<file path="config.mk">
export PLATFORM = sky130hd
export DESIGN_NAME = base32_stream_decoder_unit
export DESIGN_NICKNAME = d
export VERILOG_FILES = /design/src/rtl/b32d_pkg.sv /design/src/rtl/base32_stream_decoder_unit.sv
export SDC_FILE = /design/constraint.sdc
export NUM_CORES = 1
export LEC_CHECK = 0
export BUFFER_PORTS_ARGS = -buffer_cell sky130_fd_sc_hd__buf_2
export CAP_MARGIN = 40
export CORE_ASPECT_RATIO = 0.75
export CORE_UTILIZATION = 40
export CTS_CLUSTER_DIAMETER = 80
export DETAILED_ROUTE_END_ITERATION = 8
export SLEW_MARGIN = 40
export SYNTH_ARGS = -nofsm -noshare
export SYNTH_HDL_FRONTEND = slang
export SYNTH_SLANG_ARGS = --single-unit
</file>
<file path="constraint.sdc">
create_clock -name clk -period 4.3 [get_ports clk]
set_input_delay 0.86 -clock clk [delete_from_list [all_inputs] [get_ports clk]]
set_output_delay 0.86 -clock clk [all_outputs]
set_load 0.05 [all_outputs]
</file>
<file path="src/rtl/b32d_pkg.sv">
package b32d_pkg;

  typedef struct packed {
    logic [7:0] char_code;
    logic       last_char;
  } in_beat_t;

  typedef struct packed {
    logic [7:0] data_byte;
    logic       byte_valid;
    logic       done_res;
    logic [1:0] status;
  } out_beat_t;

  localparam logic [1:0] StatusOk      = 2'd0;
  localparam logic [1:0] StatusBadChar = 2'd1;
  localparam logic [1:0] StatusBadLen  = 2'd2;

  // char count mod 8 that cannot end a string: 1, 3, 6
  localparam logic [7:0] BadTailMask = 8'b0100_1010;

  localparam logic [7:0] DigitBase = 8'd26;

  typedef struct packed {
    logic       ok;
    logic [4:0] value;
  } sym_t;

  function automatic sym_t sym_decode(input logic [7:0] c);
    sym_t s;
    s = '{ok: 1'b0, value: 5'd0};
    if (c >= 8'h41 && c <= 8'h5A) begin
      s.ok    = 1'b1;
      s.value = 5'(c - 8'h41);
    end else if (c >= 8'h61 && c <= 8'h7A) begin
      s.ok    = 1'b1;
      s.value = 5'(c - 8'h61);
    end else if (c >= 8'h32 && c <= 8'h37) begin
      s.ok    = 1'b1;
      s.value = 5'(c - 8'h32 + DigitBase);
    end
    return s;
  endfunction

endpackage

</file>
<file path="src/rtl/base32_stream_decoder_unit.sv">
// Channel | Dir | Handshake           | Payload
// in      | in  | in_valid/in_ready   | in_data  (char_code, last_char)
// out     | out | out_valid/out_ready | out_data (data_byte, byte_valid, done_res, status)
//
// One beat in gives exactly one beat out, registered in the output or skid register.
// Sustained rate is one character per cycle while in_ready holds; the decode is a range
// compare plus a shift of the 12-bit bit accumulator, all combinational.
// A two-entry output stage (output register plus skid register) lets a beat
// be taken while the previous result waits; in_ready drops only when both hold.
// rst is synchronous, active high; it clears the decode state and both valids.
module base32_stream_decoder_unit (
  input  logic                clk,
  input  logic                rst,
  input  logic                in_valid,
  output logic                in_ready,
  input  b32d_pkg::in_beat_t  in_data,
  output logic                out_valid,
  input  logic                out_ready,
  output b32d_pkg::out_beat_t out_data
);
  import b32d_pkg::*;

  // decode state
  logic [11:0] bit_accumulator;
  logic [2:0]  pending_bits;
  logic [2:0]  char_phase;
  logic        bad_char_seen;

  logic [11:0] bit_accumulator_next;
  logic [2:0]  pending_bits_next;
  logic [2:0]  char_phase_next;
  logic        bad_char_seen_next;

  // output stage
  out_beat_t skid_data;
  logic      skid_valid;

  out_beat_t res;
  sym_t      sym;
  logic      bad_now;
  logic [3:0] p_sum;
  logic [11:0] acc_shift;
  logic      in_fire;

  assign in_ready = !skid_valid;
  assign in_fire  = in_valid && in_ready;

  always_comb begin
    sym       = sym_decode(in_data.char_code);
    bad_now   = bad_char_seen || !sym.ok;
    p_sum     = {1'b0, pending_bits} + 4'd5;
    acc_shift = {bit_accumulator[6:0], sym.value};

    bit_accumulator_next = bit_accumulator;
    pending_bits_next    = pending_bits;
    res                  = '0;

    if (!bad_now) begin
      bit_accumulator_next = acc_shift;
      pending_bits_next    = p_sum[2:0];
      // 8..12 bits pending: oldest 8 leave, low 3 bits of the sum give the rest
      if (p_sum[3]) begin
        res.data_byte  = 8'(acc_shift >> p_sum[2:0]);
        res.byte_valid = 1'b1;
      end
    end

    char_phase_next    = char_phase + 3'd1;
    bad_char_seen_next = bad_now;
    res.done_res       = in_data.last_char;

    if (in_data.last_char) begin
      if (bad_now) begin
        res.status = StatusBadChar;
      end else if (BadTailMask[char_phase_next]) begin
        res.status = StatusBadLen;
      end else begin
        res.status = StatusOk;
      end
      // string ends: back to reset state, tail bits dropped
      bit_accumulator_next = '0;
      pending_bits_next    = '0;
      char_phase_next      = '0;
      bad_char_seen_next   = 1'b0;
    end
  end

  always_ff @(posedge clk) begin
    if (rst) begin
      bit_accumulator <= '0;
      pending_bits    <= '0;
      char_phase      <= '0;
      bad_char_seen   <= 1'b0;
    end else if (in_fire) begin
      bit_accumulator <= bit_accumulator_next;
      pending_bits    <= pending_bits_next;
      char_phase      <= char_phase_next;
      bad_char_seen   <= bad_char_seen_next;
    end
  end

  // output register with skid entry behind it
  always_ff @(posedge clk) begin
    if (rst) begin
      out_valid  <= 1'b0;
      skid_valid <= 1'b0;
    end else if (!out_valid || out_ready) begin
      if (skid_valid) begin
        out_valid  <= 1'b1;
        skid_valid <= 1'b0;
      end else begin
        out_valid  <= in_fire;
      end
    end else if (in_fire) begin
      skid_valid <= 1'b1;
    end
  end

  always_ff @(posedge clk) begin
    if (!out_valid || out_ready) begin
      if (skid_valid) begin
        out_data <= skid_data;
      end else if (in_fire) begin
        out_data <= res;
      end
    end else if (in_fire) begin
      skid_data <= res;
    end
  end

endmodule

</file>
; After elaboration in Yosys (flattened, before gate mapping)
; Memory sizes are Yosys's and may differ from the RTL's.
; Index checks and enable logic that the tools add are counted.
[word_totals]
reg_bits = 40
output_inout_bits = 14
word_cells = 63
mem_count = 1
rom_bits = 8
in_bits = 13
[classes]
reduce_logical = 14
mux = 18
eq_ne = 1
n_lt_le_gt_ge = 7
bitwise_logic = 1
shift = 1
addsub = 6
[memory_table]
columns = memory, words, word_bits, rd, rd_clocked_by_memory_dff, wr, line
row1 = (no name shown), 8, 1, 1, 0, 0, base32_stream_decoder_unit.sv:75  ; end else if (BadTailMask[char_phase_next]) begin
[ops]
columns = operator, count
row1 = 12-bit 2-to-1 mux, 2
row2 = 6-bit 2-to-1 mux, 3
row3 = 9-bit 2-to-1 mux, 2
row4 = 8-bit by 7-bit >= comparator with 1-bit output (second input constant), 2
row5 = 8-bit by 7-bit less-or-equal comparator with 1-bit output (second input constant), 2
row6 = 7-bit 2-to-1 mux, 2
row7 = 12-bit by 3-bit >> shifter with 8-bit output, 1
row8 = 5-bit by 1-bit subtractor with 5-bit output (second input constant), 2
row9 = 3-bit 2-to-1 mux, 3
row10 = 8-bit by 6-bit >= comparator with 1-bit output (second input constant), 1
row11 = 8-bit by 6-bit less-or-equal comparator with 1-bit output (second input constant), 1
row12 = 2-bit 2-to-1 mux, 3
row13 = 2-bit AND reduction, 3
row14 = 5-bit adder (second input constant), 1
row15 = 5-bit subtractor (second input constant), 1
row16 = 3-bit by 3-bit adder with 4-bit output (second input constant), 1
row17 = 1-bit logical AND, 4
row18 = 3-bit by 4-bit less-than comparator with 1-bit output (second input constant), 1
row19 = 3-bit by 1-bit adder with 3-bit output (second input constant), 1
row20 = 1-bit zero test, 3
row21 = 1-bit 2-to-1 mux, 3
row22 = 1-bit logical OR, 2
row23 = 2-bit inequality test (second input constant), 1
row24 = 2-bit nonzero test, 1
row25 = 2 further kinds, 2

; Depth between registers and ports, before layout
[depth]
ltp_word = 11
mapped_depth = 10
ltp_nobuf = 9

; Worst setup path before layout
; No wires, ideal clock.
[synth_timing]
path_kind = input-to-reg
startpoint = in in_data[2] (netlist bit)
endpoint = reg out_data[7] (netlist bit) (data pin)
n_path_buf = 1
slack_ns = 1.380
required_time_ns = 4.041
setup_ns = 0.259
arrival_time_ns = 2.661
cell_stages = 10
cell_sequence = inv_1 > ha_1 > or3b_1 > nor3_2 > o31a_1 > buf_6 > or3_1 > o21ai_1 > o21a_1 > o31a_1
[synth_between]
elab_chain_len = 10
elab_cells_between_ends = 23
cone_classes = add/sub (4) / order compare (6) / shift (1) / mux (7) / reduce/logical (5)
[synth_rtl]
columns = element, line
row1 = start: declaration, base32_stream_decoder_unit.sv:16  ; input b32d_pkg::in_beat_t in_data,
row2 = 5-bit subtractor (tied with other cells), b32d_pkg.sv:40  ; s.value = 5'(c - 8'h32 + DigitBase);
row3 = 5-bit adder / 1-bit logical AND (equally long branches), "b32d_pkg.sv:40, b32d_pkg.sv:38"
row4 = 6-bit 2-to-1 mux, b32d_pkg.sv:38  ; end else if (c >= 8'h32 && c <= 8'h37) begin
row5 = 6-bit 2-to-1 mux, b32d_pkg.sv:35  ; end else if (c >= 8'h61 && c <= 8'h7A) begin
row6 = 6-bit 2-to-1 mux (*), b32d_pkg.sv:32  ; if (c >= 8'h41 && c <= 8'h5A) begin
row7 = 12-bit by 3-bit >> shifter with 8-bit output / 1-bit zero test (equally long branches), "base32_stream_decoder_unit.sv:63, base32_stream_decoder_unit.sv:50"
row8 = 9-bit 2-to-1 mux / 1-bit logical OR (equally long branches), "base32_stream_decoder_unit.sv:62, base32_stream_decoder_unit.sv:50"
row9 = 9-bit 2-to-1 mux (*), base32_stream_decoder_unit.sv:58  ; if (!bad_now) begin
row10 = 12-bit 2-to-1 mux (*), base32_stream_decoder_unit.sv:123  ; end else if (in_fire) begin
row11 = 12-bit 2-to-1 mux (*), base32_stream_decoder_unit.sv:121  ; if (skid_valid) begin
row12 = end signal: assignment, base32_stream_decoder_unit.sv:122  ; out_data <= skid_data;
row13 = end signal: assignment, base32_stream_decoder_unit.sv:124  ; out_data <= res;
row14 = end: declaration, base32_stream_decoder_unit.sv:19  ; output b32d_pkg::out_beat_t out_data
; Mark *: on every way between the ends. The rest lies on a longest branch, timed or not. The select of a mux whose other input is x is not followed.
; A chain may end at the register's enable or synchronous reset.

; Worst setup path after layout
[layout_timing]
startpoint = in in_data[1] (netlist bit)
endpoint = reg out_data[4] (netlist bit) (data pin)
; The elaborated chain is that of the path after synthesis.

==> flow_metrics.tcl <==
set metrics [dict create \
    status "complete, no violations" \
    power.leakage_nw 1.06 \
    worstPathCellList "buf_2 > inv_1 > ha_1 > or3b_1 > nor3_2 > o31a_1 > o22ai_1 > o32a_1 > o311ai_1 > o41ai_2" \
    io_pins 27 \
    synth_commonest_cells "30 x nor2_1, 24 x edfxtp_1, 16 x a21oi_1, 16 x dfxtp_1, 15 x nand2_1" \
    placementRows 24 \
    antenna_cells 0 \
    cp_max_fo 9 \
    end_kind "flop" \
    critPathSlowestCell "o31a_1" \
    synth_area_per_cell_sq_um 9.99 \
    routabilityCongestion 0.833 \
    grt.total_usage 0.170 \
    fill_cells 577 \
    p_per_area_nw_per_um2 315 \
    cts_buffer_depth 2 \
    synth_top_area_share 0.289 \
    nets 294 \
    rsz0062_at_grt "false" \
    cp.required_ps 4330 \
    ys_seq_area_frac 0.417 \
    dieArea_sq_um 6570 \
    hp-class "flop to flop" \
    wirelength_microns 5180 \
    cts_tree "yes" \
    fin_skew_ps 11.7 \
    max_stage_delay_ps 470 \
    drc_errors 0 \
    synth_nets 271 \
    fin_cells 352 \
    synthTopCellsByArea "edfxtp_1 29%, dfxtp_1 13%, nor2_1 4.5%" \
    grt_max_degree 22 \
    final-hold-violation-count 0 \
    synth_seq_cells 40 \
    clk_latency_ps 290 \
    ir_drop_v 0.000135 \
    synth_cells 250 \
    yosys_warnings 0 \
    drt_iter0_drc 100 \
    cts_setup_buffers 0 \
    die_w_microns 93.2 \
    core_region_area_sq_um 5920 \
    cts.sinks 40 \
    ctsResizeCount 0 \
    antenna_found_initial 0 \
    first_pass_iters 4 \
    antenna_left 0 \
    synth_edf_count 24 \
    tns_ps 0 \
    ff_latch_area_sq_um 1040 \
    synth_cell_types 60 \
    areaGrowthSynthToFinish_pct 10.3 \
    vias 1906 \
    die_h_microns 70.4 \
    placed_cells 344 \
    wire_per_inst_microns 14.7 \
    numCtsBuffers 5 \
    cts_root_buffer "clkbuf_8" \
    critical-path-top-delay-family "compound AO/OA/AOI/OAI gates" \
    grt_overflow_total 0 \
    hold_buffers 0 \
    path_class "input port to flop" \
    yosys.area.top_type "edfxtp_1" \
    slew_headroom 0.565 \
    async_flop_share 0 \
    portBuffers 26 \
    first_global_vias 1763 \
    via_per_inst 5.41 \
    syn_area_sq_um 2500 \
    whs_ps 505 \
    multi_input_area_sq_um 1300 \
    hpwl_microns 3860 \
    start_util 0.422 \
    grt_pass1_wl_microns 8690 \
    path_buf_inv 2 \
    period_share 0.749 \
    synth_most_common_cell "nor2_1" \
    maxSlewViolCount 0 \
    worstPathArrival_ps 3250 \
    worst_pin_slew_ps 649 \
    clkTransAtPathRegs_ps 90 \
    ys.flop_type "edfxtp_1" \
    fmax_mhz 311 \
    timing.final.crit_period_ps 3220 \
    htreeDepth 2 \
    startpoint_type "input port" \
    drive_above_1_share 0.237 \
    cap_violations 0 \
    setup_violations 0 \
]
registers in the layout (all words and copies together), names as in the netlist:
signal           count
bad_char_seen        1
skid_valid           1
skid_data           12
out_data            12
bit_accumulator      7
char_phase           3
pending_bits         3
out_valid            1
worst reg2reg max path, stage by stage (launching register included):
cell and delay, ps:
dfxtp_1 300, buf_4 200, ha_1 640, inv_1 230, nor2_1 310, a221oi_1 190, o311a_1 330, a21oi_2 170
a31oi_1 120
worst paths after layout:
path	start	to	slack (ps)	depth (start not counted)
worst max-delay path	in_data[1]	out_data[4]$_DFFE_PP_	1080	10
worst min-delay path	char_phase[2]$_SDFFE_PP0P_	char_phase[2]$_SDFFE_PP0P_	500	2
worst max register to register	pending_bits[0]$_SDFFE_PP0P_	out_data[6]$_DFFE_PP_	1580	8
worst min register to register	char_phase[2]$_SDFFE_PP0P_	char_phase[2]$_SDFFE_PP0P_	500	2
through the flow:
| stage | worst slack [ps] | utilization | total power, W | instance area (sq um) |
|---|---|---|---|---|
| 4_1_cts | 1100 | 0.466 | 0.000876 | 2760 |
| 3_5_place_dp | 796 | 0.446 | 0.000561 | 2640 |
| 6_report | 1080 | 0.466 | 0.000867 | 2760 |
| 2_1_floorplan | 1380 | - | 0.000531 | 2500 |
| 3_3_place_gp | 842 | 0.445 | 0.000560 | 2640 |
| 5_1_grt | 918 | 0.466 | 0.000907 | 2760 |
cell type report:
type,count,share of cell area
timing repair buffer,29,0.0554
multi-input combinational,184,0.472
sequential,40,0.378
clock buffer,5,0.0250
inverter,13,0.0177
clock inverter,3,0.0168
tap,78,0.0354
layer usage:
metal / routed length (microns) / share of wire / track usage
met3: 219 / 0.042 / 0.0436
met4: 44 / 0.0085 / 0.0376
met1: 2770 / 0.53 / 0.259
met2: 2150 / 0.41 / 0.240
met5: 0 / 0 / 0
cells by family after synthesis:
family                     after synthesis  synth area share
adders and majority gates                8            0.0401
muxes                                   15            0.0641
DFF                                     40             0.417
buffers and inverters                   26            0.0646
AOI/OAI and AO/OA                       74             0.228
xor gates and xnor gates                 5            0.0175
and+or+nand+nor                         82             0.169
cell usage in the layout, fill, tap and decap left out, types with 3 or more instances in the layout:
cell type / n
buf_4: 3
o21a_1: 3
o31ai_1: 4
xor2_1: 3
ha_1: 8
nand2b_1: 4
nand2_1: 15
inv_1: 11
nor3_1: 10
buf_2: 26
o21ai_0: 12
nand3_1: 6
clkbuf_8: 5
a22oi_1: 9
dfxtp_1: 16
mux2i_1: 7
mux2_2: 7
edfxtp_1: 24
o41ai_2: 3
a21oi_1: 16
nor2_1: 29
where the power goes:
group | internal (W) | switching, W
Clock | 0.000175 | 0.000140
Sequential | 0.000417 | 0.00000545
Combinational | 0.0000383 | 0.0000916
Note: power is estimated with default switching activity, not from simulation.
